==> config.mk <==
export PLATFORM = sky130hd
export DESIGN_NAME = calendar_date_add_days
export DESIGN_NICKNAME = d
export VERILOG_FILES = /design/src/rtl/cdad_pkg.sv /design/src/rtl/calendar_date_add_days.sv /design/src/rtl/cdad_ctrl.sv /design/src/rtl/cdad_dp.sv
export SDC_FILE = /design/constraint.sdc
export NUM_CORES = 1
export LEC_CHECK = 0
export ABC_AREA = 1
export BUFFER_PORTS_ARGS = -buffer_cell sky130_fd_sc_hd__buf_2
export CAP_MARGIN = 20
export CORE_MARGIN = 2
export CORE_UTILIZATION = 54
export CTS_CLUSTER_DIAMETER = 40
export DETAILED_ROUTE_END_ITERATION = 12
export PLACE_DENSITY = 0.86
export SLEW_MARGIN = 10
export SYNTH_ARGS = -nofsm -noshare
export SYNTH_HDL_FRONTEND = slang
export SYNTH_SLANG_ARGS = --single-unit
==> constraint.sdc <==
create_clock -name clk -period 3.4 [get_ports clk]
set_clock_uncertainty 0.1 [all_clocks]
set_input_delay 0.85 -clock clk [delete_from_list [all_inputs] [get_ports clk]]
set_output_delay 0.85 -clock clk [all_outputs]
set_load 0.02 [all_outputs]
==> src/rtl/cdad_pkg.sv <==
// ----------------------------------------------------------------------------
// cdad_pkg
// Shared constants, types and the month length table for the date adder.
// ----------------------------------------------------------------------------
package cdad_pkg;

    localparam int MAX_ADD_DAYS_DEF = 4095;

    // Widths fixed by the port fields.
    localparam int DAY_IW   = 6;
    localparam int DAY_OW   = 5;
    localparam int MONTH_W  = 4;
    localparam int YEAR_W   = 14;
    localparam int COUNT_W  = 12;

    // The year register is carried one bit wider than the port; out_year takes
    // only its low bits, and the leap rule works from the year modulo 400.
    localparam int YEAR_CW  = YEAR_W + 1;

    // Year modulo 400 is found by restoring subtraction of 400 shifted left.
    localparam int YEAR_MOD  = 400;
    localparam int CENTURY   = 100;
    localparam int MOD_STEPS = 6;
    localparam int STEP_W    = 3;
    localparam int LAST_MONTH = 12;

    localparam logic [MONTH_W-1:0] MONTH_FEB = MONTH_W'(2);

    typedef struct packed {
        logic              load;
        logic              mod_step;
        logic [STEP_W-1:0] mod_shift;
        logic              sanitize;
        logic              carry;
    } cdad_cmd_t;

    typedef struct packed {
        logic carry_more;
    } cdad_sts_t;

    function automatic logic [DAY_OW-1:0] month_len(input logic [MONTH_W-1:0] m,
                                                    input logic leap);
        logic [DAY_OW-1:0] len;
        unique case (m)
            4'd2:                                      len = leap ? 5'd29 : 5'd28;
            4'd1, 4'd3, 4'd5, 4'd7, 4'd8, 4'd10, 4'd12: len = 5'd31;
            default:                                   len = 5'd30;
        endcase
        return len;
    endfunction

endpackage

==> src/rtl/calendar_date_add_days.sv <==
// ----------------------------------------------------------------------------
// calendar_date_add_days
// Adds a day count to a Gregorian date, carrying one month per cycle.
// ----------------------------------------------------------------------------
//  Channel   Handshake          Signals
//  input     start & !busy      in_day, in_month, in_year, add_days
//  result    done (one cycle)   out_day, out_month, out_year
//
//  done rises once the year has been reduced modulo 400, the date has been
//  cleaned up and the carry loop has stepped over every month boundary
//  crossed, one month per cycle, and seen that no carry is left. The result
//  beat is taken at the edge that ends the done cycle. busy falls at that
//  same edge; no new item is accepted while busy is high.
//  Reset is asynchronous and returns the sequencer to idle. The receiver
//  cannot stall; the result ports hold their values until the next item is
//  accepted.
module calendar_date_add_days
    import cdad_pkg::*;
#(
    parameter int MAX_ADD_DAYS = MAX_ADD_DAYS_DEF
)
(
    input  logic               clk,
    input  logic               rst_n,
    input  logic               start,
    output logic               busy,
    input  logic [DAY_IW-1:0]  in_day,
    input  logic [MONTH_W-1:0] in_month,
    input  logic [YEAR_W-1:0]  in_year,
    input  logic [COUNT_W-1:0] add_days,
    output logic               done,
    output logic [DAY_OW-1:0]  out_day,
    output logic [MONTH_W-1:0] out_month,
    output logic [YEAR_W-1:0]  out_year
);

    cdad_cmd_t cmd;
    cdad_sts_t sts;

    cdad_ctrl u_ctrl (
        .clk   (clk),
        .rst_n (rst_n),
        .start (start),
        .sts   (sts),
        .cmd   (cmd),
        .busy  (busy),
        .done  (done)
    );

    cdad_dp #(
        .MAX_ADD_DAYS (MAX_ADD_DAYS)
    ) u_dp (
        .clk       (clk),
        .cmd       (cmd),
        .in_day    (in_day),
        .in_month  (in_month),
        .in_year   (in_year),
        .add_days  (add_days),
        .sts       (sts),
        .out_day   (out_day),
        .out_month (out_month),
        .out_year  (out_year)
    );

endmodule

==> src/rtl/cdad_ctrl.sv <==
// ----------------------------------------------------------------------------
// cdad_ctrl
// Sequencer for the date adder: year reduction, date clean-up, month carry.
// ----------------------------------------------------------------------------
module cdad_ctrl
    import cdad_pkg::*;
(
    input  logic      clk,
    input  logic      rst_n,
    input  logic      start,
    input  cdad_sts_t sts,
    output cdad_cmd_t cmd,
    output logic      busy,
    output logic      done
);

    typedef enum logic [2:0] {
        S_IDLE,
        S_MOD,
        S_SANE,
        S_CARRY,
        S_DONE
    } state_t;

    state_t            state_reg, state_next;
    logic [STEP_W-1:0] step_reg, step_next;
    logic              busy_reg, busy_next;
    logic              done_reg, done_next;

    always_comb
    begin
        state_next    = state_reg;
        step_next     = step_reg;
        busy_next     = busy_reg;
        done_next     = 1'b0;
        cmd           = '0;
        cmd.mod_shift = step_reg;
        unique case (state_reg)
            S_IDLE:
            begin
                if (start)
                begin
                    cmd.load   = 1'b1;
                    state_next = S_MOD;
                    step_next  = STEP_W'(MOD_STEPS - 1);
                    busy_next  = 1'b1;
                end
            end
            S_MOD:
            begin
                cmd.mod_step = 1'b1;
                if (step_reg == '0)
                begin
                    state_next = S_SANE;
                end
                else
                begin
                    step_next = step_reg - 1'b1;
                end
            end
            S_SANE:
            begin
                cmd.sanitize = 1'b1;
                state_next   = S_CARRY;
            end
            S_CARRY:
            begin
                cmd.carry = 1'b1;
                if (!sts.carry_more)
                begin
                    state_next = S_DONE;
                    done_next  = 1'b1;
                end
            end
            S_DONE:
            begin
                state_next = S_IDLE;
                busy_next  = 1'b0;
            end
            default:
            begin
                state_next = S_IDLE;
                busy_next  = 1'b0;
            end
        endcase
    end

    always_ff @(posedge clk or negedge rst_n)
    begin
        if (!rst_n)
        begin
            state_reg <= S_IDLE;
            step_reg  <= '0;
            busy_reg  <= 1'b0;
            done_reg  <= 1'b0;
        end
        else
        begin
            state_reg <= state_next;
            step_reg  <= step_next;
            busy_reg  <= busy_next;
            done_reg  <= done_next;
        end
    end

    assign busy = busy_reg;
    assign done = done_reg;

endmodule

==> src/rtl/cdad_dp.sv <==
// ----------------------------------------------------------------------------
// cdad_dp
// Datapath of the date adder: date registers, year modulo 400, month carry.
// ----------------------------------------------------------------------------
module cdad_dp
    import cdad_pkg::*;
#(
    parameter int MAX_ADD_DAYS = MAX_ADD_DAYS_DEF
)
(
    input  logic                clk,
    input  cdad_cmd_t           cmd,
    input  logic [DAY_IW-1:0]   in_day,
    input  logic [MONTH_W-1:0]  in_month,
    input  logic [YEAR_W-1:0]   in_year,
    input  logic [COUNT_W-1:0]  add_days,
    output cdad_sts_t           sts,
    output logic [DAY_OW-1:0]   out_day,
    output logic [MONTH_W-1:0]  out_month,
    output logic [YEAR_W-1:0]   out_year
);

    // Room for the clamped count plus any raw input day.
    localparam int DW = $clog2(MAX_ADD_DAYS + 64);
    localparam int CW = (DW > COUNT_W) ? DW : COUNT_W;
    localparam logic [CW-1:0] COUNT_MAX = CW'(MAX_ADD_DAYS);

    logic [DW-1:0]      day_reg, day_next;
    logic [DW-1:0]      count_reg, count_next;
    logic [MONTH_W-1:0] month_reg, month_next;
    logic [YEAR_CW-1:0] year_reg, year_next;
    logic [YEAR_W-1:0]  rem_reg, rem_next;

    logic [CW-1:0]      count_wide;
    logic [YEAR_CW-1:0] sub_val;
    logic [YEAR_CW-1:0] rem_diff;
    logic               leap;
    logic [DAY_OW-1:0]  mlen;
    logic [DW-1:0]      mlen_w;
    logic               day_bad;

    assign count_wide = CW'(add_days);

    // rem_reg holds the year modulo 400 once reduction is over.
    assign leap = (rem_reg == '0)
               || ((rem_reg[1:0] == 2'b00)
                   && (rem_reg != YEAR_W'(CENTURY))
                   && (rem_reg != YEAR_W'(2 * CENTURY))
                   && (rem_reg != YEAR_W'(3 * CENTURY)));

    assign mlen   = month_len(month_reg, leap);
    assign mlen_w = DW'(mlen);

    assign sub_val  = YEAR_CW'(YEAR_MOD) << cmd.mod_shift;
    assign rem_diff = YEAR_CW'(rem_reg) - sub_val;
    assign day_bad  = (day_reg == '0) || (day_reg > mlen_w);

    assign sts.carry_more = day_reg > mlen_w;

    always_comb
    begin
        day_next   = day_reg;
        count_next = count_reg;
        month_next = month_reg;
        year_next  = year_reg;
        rem_next   = rem_reg;
        priority if (cmd.load)
        begin
            day_next   = DW'(in_day);
            count_next = (count_wide > COUNT_MAX) ? DW'(COUNT_MAX) : DW'(count_wide);
            month_next = ((in_month == '0) || (in_month > MONTH_W'(LAST_MONTH)))
                       ? '0 : in_month;
            year_next  = YEAR_CW'(in_year);
            rem_next   = in_year;
        end
        else if (cmd.mod_step)
        begin
            if (YEAR_CW'(rem_reg) >= sub_val)
            begin
                rem_next = rem_diff[YEAR_W-1:0];
            end
        end
        else if (cmd.sanitize)
        begin
            day_next = (day_bad ? '0 : day_reg) + count_reg;
        end
        else if (cmd.carry && sts.carry_more)
        begin
            day_next = day_reg - mlen_w;
            if (month_reg == MONTH_W'(LAST_MONTH))
            begin
                // New year: later month lengths follow its leap rule.
                month_next = MONTH_W'(1);
                year_next  = year_reg + 1'b1;
                rem_next   = (rem_reg == YEAR_W'(YEAR_MOD - 1)) ? '0 : rem_reg + 1'b1;
            end
            else
            begin
                month_next = month_reg + 1'b1;
            end
        end
        else
        begin
            // No command, or a carry with none left: the date registers hold.
            day_next = day_reg;
        end
    end

    always_ff @(posedge clk)
    begin
        day_reg   <= day_next;
        count_reg <= count_next;
        month_reg <= month_next;
        year_reg  <= year_next;
        rem_reg   <= rem_next;
    end

    assign out_day   = day_reg[DAY_OW-1:0];
    assign out_month = month_reg;
    assign out_year  = year_reg[YEAR_W-1:0];

endmodule

## Word level (Yosys, flattened, before mapping)

Cells that the tools add are included.

| operators by class | value |
|---|---|
| add/subtract/negate cells | 7 |
| order comparisons | 4 |
| equality and inequality tests | 23 |
| shift operators | 1 |
| mux-type cells | 41 |
| bitwise gates (word level) | 3 |
| reductions and logical operators | 31 |

Operators by type and width:

| operator | count |
|---|---|
| 14-bit two-way mux | 12 |
| 13-bit two-way mux | 3 |
| 4-bit two-way mux | 6 |
| 15-bit by 1-bit adder with 15-bit output, second input constant | 1 |
| 14-bit by 15-bit >= comparator with 1-bit output | 1 |
| 3-bit two-way mux | 5 |
| 9-bit by 3-bit << shifter with 15-bit output, first input constant | 1 |
| 14-bit by 1-bit adder with 14-bit output, second input constant | 1 |
| 14-bit by 9-bit equality test with 1-bit output, second input constant | 1 |
| 14-bit zero test | 1 |
| 14-bit by 7-bit inequality test with 1-bit output, second input constant | 1 |
| 14-bit by 8-bit inequality test with 1-bit output, second input constant | 1 |
| 14-bit by 9-bit inequality test with 1-bit output, second input constant | 1 |
| 14-bit subtractor | 1 |
| 13-bit adder | 1 |
| 13-bit by 5-bit greater-than comparator with 1-bit output | 1 |
| 13-bit zero test | 1 |
| 13-bit by 5-bit subtractor with 13-bit output | 1 |
| 4-bit equality test, second input constant | 3 |
| 12-bit greater-than comparator, second input constant | 1 |
| 6-bit two-way mux | 2 |
| 3-bit case mux with 4 select lines | 1 |
| 4-bit AND reduction | 3 |
| 5-bit case mux with 2 select lines | 1 |
| other kinds (26) | 59 |

| word-level totals | value |
|---|---|
| flip-flop bits (word level) | 67 |
| input bits | 39 |
| output and inout port bits | 25 |
| word-level logic and storage cells | 122 |

## Logic depth before layout (Yosys ltp)

| logic depth | value |
|---|---|
| word-level depth | 14 |
| gate-level depth with buffers | 30 |
| mapped depth without buffers | 30 |

## Cells and area by module

A second synthesis with hierarchy kept.

| second synthesis, totals | value |
|---|---|
| cells, all modules | 800 |
| area total of the unflattened synthesis | 5,461.5 sq um |

Modules (own cells, without submodules):

| module | times used | cells an instance | area each (sq um) | seq. area each (sq um) |
|---|---|---|---|---|
| cdad_dp | 1 | 744 | 5,016.1 | 1,641.6 |
| cdad_ctrl | 1 | 56 | 445.4 | 200.2 |

## Worst setup path after synthesis

No wires, ideal clock.

| timing | value |
|---|---|
| kind | flip-flop to flip-flop |
| from | reg u_dp.month_reg[0] (netlist: u_dp.out_month[0]) |
| to | reg u_dp.day_reg[8] |
| library setup time | 0.111 ns |
| data arrival time | 3.525 ns |
| data required time | 3.189 ns |
| path slack | -0.336 ns |
| cell stages (with the launch flop) | 28 |
| buffers on the path | 0 |
| period minus slack after synthesis | 3.736 ns |
| cell sequence | edfxtp_1 > ha_1 > nor2_1 > nand2_1 > nor3_1 > ha_1 > nand2_1 > nand2_1 > nand2_2 > nand2_1 > nand2_1 > inv_2 > a31oi_2 > inv_2 > nor2_1 > ha_1 > inv_1 > fa_1 > inv_1 > nand3_1 > nand3_1 > nand2_1 > nand2_1 > nand2_1 > nand3_1 > nand3_1 > nand3_1 > inv_1 |

| between the ends | value |
|---|---|
| cells in the longest elaborated chain, start to end | 8 |
| elaborated cells between the ends (all ways) | 20 |
| those cells by class | 2 x add/sub; 1 x order compare; 8 x eq/ne; 4 x mux; 5 x reduce/logical |

Ends and longest elaborated chain:

| element | line | RTL |
|---|---|---|
| from (decl) | cdad_dp.sv:30 | `logic [MONTH_W-1:0] month_reg, month_next;` |
| from (signal assigned) | cdad_dp.sv:113 | `month_reg <= month_next;` |
| 4-bit by 1-bit equality test with 1-bit output, or another cell as far along | cdad_pkg.sv:44 | `unique case (m)` |
| 7-bit OR reduction | cdad_pkg.sv:44 |  |
| 5-bit case mux with 2 select lines (*) | cdad_pkg.sv:44 |  |
| 13-bit by 5-bit greater-than comparator with 1-bit output | cdad_dp.sv:56, cdad_dp.sv:58 |  |
| 1-bit logical OR | cdad_dp.sv:56 | `assign day_bad = (day_reg == '0) \|\| (day_reg > mlen_w);` |
| 13-bit two-way mux | cdad_dp.sv:85 | `day_next = (day_bad ? '0 : day_reg) + count_reg;` |
| 13-bit adder | cdad_dp.sv:85 |  |
| 13-bit two-way mux | cdad_dp.sv:83 | `else if (cmd.sanitize)` |
| to (signal assigned) | cdad_dp.sv:111 | `day_reg <= day_next;` |
| to (decl) | cdad_dp.sv:28 | `logic [DW-1:0] day_reg, day_next;` |

Mark *: on every way between the ends. The rest lies on a longest branch, timed or not. The select of a mux whose other input is x is not followed.
A chain may end at the register's enable or synchronous reset.

## Final worst setup path

| timing | value |
|---|---|
| from | reg u_dp.month_reg[1] (netlist: u_dp.out_month[1]) |
| to | reg u_dp.day_reg[7] |

The elaborated chain is that of the path after synthesis.

==> results.json <==
{
  "firstDrtPassIters": 7,
  "cts_buffers": 9,
  "tightest_slew_ns": 0.553,
  "cts_num_sinks": 65,
  "drt-total-wl_mm": 15.3,
  "start_util": 0.548,
  "gr-total-overflow": 0,
  "seq_area_frac_synth": 0.348,
  "critPathRequiredTime_ns": 3.60,
  "cts_tree": "done",
  "antenna_found_initial": 0,
  "yosys_most_used_dff": "edfxtp_1",
  "violations": "setup timing",
  "synth_top_area_share": 0.284,
  "yosys_warnings": 0,
  "seq_area_sq_um": 1840,
  "period_share": 1.14,
  "min_path_type": "input port to async pin",
  "io_buffers": 63,
  "switching_share": 0.210,
  "nets": 929,
  "setup_violations": 12,
  "intPower_mw": 1.36,
  "post_drt_wl_per_cell_um": 15.5,
  "gp_congestion": 0.931,
  "slew_violations": 0,
  "worstPathArrival_ns": 4.06,
  "p_per_area_nw_per_um2": 262,
  "drc_errors": 0,
  "crit_type": "register to register",
  "p_clk_frac": 0.475,
  "clock-root-buffer": "clkbuf_8",
  "ant_nets": 0,
  "p_leak_nw": 3.16,
  "ff2ff_setup_slack_ns": -0.46,
  "dp_hpwl_mm": 10.7,
  "yosysTopAreaCell": "edfxtp_1",
  "htree_levels": 3,
  "synth_area_sq_um": 5290,
  "cts_buffer_depth": 2,
  "rows": 36,
  "power_switching_uw": 363,
  "die_w_um": 103,
  "synthCells": 739,
  "start_kind": "register",
  "rsz0062_at_grt": "true",
  "ys_ff_latch": 65,
  "core_area_sq_um": 9640,
  "cp_common_cell": "nand2_1",
  "clkTransAtPathRegs_ns": 0.08,
  "combPwrFrac": 0.035,
  "cp_max_fo": 4,
  "maxCapViolations": 0,
  "synth-edff-count": 50,
  "ys_top_cells_by_area": "edfxtp_1, nand2_1, ha_1",
  "cp-end-kind": "register",
  "ys_async_sr_fraction": 0.123,
  "relSlewSlack": 0.631,
  "pwr-share-seq": 0.490,
  "gr-usage-all-layers": 0.289,
  "timing.hold.ws_ns": 0.221,
  "layout-drive-gt1-share": 0.252,
  "fin_crit_ns": 3.86,
  "ys_types": 47,
  "placed_area_sq_um": 6060,
  "totalPowerFinal_mw": 1.73,
  "drtIter0Drc": 531,
  "fin_util": 0.683,
  "dieArea_sq_um": 10600,
  "syn_area_per_cell_sq_um": 7.15,
  "viasPerCell": 5.60,
  "grt_max_degree": 30,
  "vias": 5545,
  "syn_to_final_growth_pct": 24.6,
  "max_freq_ghz": 0.259,
  "max-vdd-ir-drop_uv": 304,
  "clk_latency_ns": 0.36,
  "pin_count": 64,
  "cp_slowest_cell": "edfxtp_1",
  "die_h_um": 103,
  "grt_pass1_vias": 5002,
  "nFillCells": 745,
  "grt_pass1_wl_mm": 23.5,
  "cts_hold_buf": 0,
  "outcome": "finished, violations left",
  "diodes": 0,
  "crit_path_max_incr_delay_ns": 0.51,
  "synth_commonest_cells": "nand2_1, inv_1, nor2_1, nand3_1, edfxtp_1",
  "multiInputGateArea_sq_um": 3170,
  "hold_viol_final": 0,
  "layout_setup_ws_ns": -0.462,
  "stdcell_area_sq_um": 6590,
  "synth_most_common_cell": "nand2_1"
}
==> critical path, delay by kind of cell (launching register included) <==
family | cells | cell delay, ns
and+or+nand+nor | 16 | 1.42
AOI/OAI and AO/OA | 5 | 0.65
DFF | 1 | 0.51
adders and majority gates | 3 | 0.75
buffers and inverters | 5 | 0.37
==> per-layer routing <==
| metal | global-route usage | up-vias | wire length (um) | part of all wire |
|---|---|---|---|---|
| met3 | 0.0502 | 50 | 1480 | 0.097 |
| met2 | 0.466 | 308 | 7100 | 0.46 |
| met4 | 0.127 | 0 | 507 | 0.033 |
| li1 | - | 2674 | - | - |
| met1 | 0.383 | 2513 | 6220 | 0.41 |
| met5 | 0 | - | 0 | 0 |
==> kinds of logic (layout without fill, tap and decap cells) <==
logic type / Yosys count / count (layout) / synth area share
fa+ha+maj: 38 / 38 / 0.0928
xor+xnor: 9 / 9 / 0.0149
flops: 65 / 65 / 0.348
buf+inv: 128 / 240 / 0.0961
simple gates: 396 / 396 / 0.333
other cells: 1 / 7 / 0.000710
compound gates: 102 / 102 / 0.114
==> worst paths after layout <==
check	cells after the start	start	to
worst min register to register	2	u_dp.day_reg[11]$_SDFFE_PP0P_	u_dp.day_reg[11]$_SDFFE_PP0P_
worst max register to register	29	u_dp.out_month[1]$_DFFE_PP_	u_dp.day_reg[7]$_SDFFE_PP0P_
max in group asynchronous	1	rst_n	u_ctrl.step_reg[2]$_DFFE_PN0P_
min in group clk	2	u_dp.day_reg[11]$_SDFFE_PP0P_	u_dp.day_reg[11]$_SDFFE_PP0P_
worst max-delay path	29	u_dp.out_month[1]$_DFFE_PP_	u_dp.day_reg[7]$_SDFFE_PP0P_
worst min-delay path	1	rst_n	u_ctrl.step_reg[1]$_DFFE_PN0P_
==> what timing repair did <==
| item | 4_1_cts | 5_1_grt |
|---|---|---|
| resized for setup | 19 | 24 |
| pin swaps | 10 | 5 |
| setup buffers | 8 | 4 |
| setup endpoints to repair | 12 | 37 |
| hold endpoints to repair | 0 | 0 |
==> metrics by stage <==
| step | setup slack (ns) | std cells | TNS, ns |
|---|---|---|---|
| 2_1_floorplan | -0.246 | 745 | -1.12 |
| 3_3_place_gp | -0.209 | 962 | -1.50 |
| 3_5_place_dp | -0.340 | 962 | -2.92 |
| 4_1_cts | -0.275 | 986 | -2.18 |
| 5_1_grt | -0.634 | 990 | -6.26 |
| 6_report | -0.462 | 990 | -4.06 |
==> area by class of cell <==
class | count | share of cell area
inverter | 101 | 0.0576
multi-input combinational | 552 | 0.481
clock buffer | 10 | 0.0194
tap | 133 | 0.0253
timing repair buffer | 123 | 0.119
sequential | 65 | 0.280
clock inverter | 6 | 0.0175
==> power groups by stage <==
stage / registers, mW / logic, mW / clock network, mW
floorplan: 0.864 / 0.0318 / 0
global placement: 0.864 / 0.0553 / 0
detailed placement: 0.864 / 0.0561 / 0
CTS: 0.846 / 0.0573 / 0.821
global route: 0.846 / 0.0690 / 0.862
finish: 0.846 / 0.0610 / 0.821
==> layout by cell type (no fill, tap or decap), types with 7 or more instances in the layout <==
master	instances
ha_1	27
conb_1	7
dfxtp_1	7
dfrtp_1	8
edfxtp_1	50
nand3_1	60
o21ai_0	29
clkbuf_8	9
nand2_1	198
nand2_2	8
nand4_1	13
inv_2	15
nor3_1	17
nor2_2	11
buf_2	63
buf_4	57
inv_1	86
a21oi_1	32
nor2_1	61
Note: power is estimated with default switching activity, not from simulation.
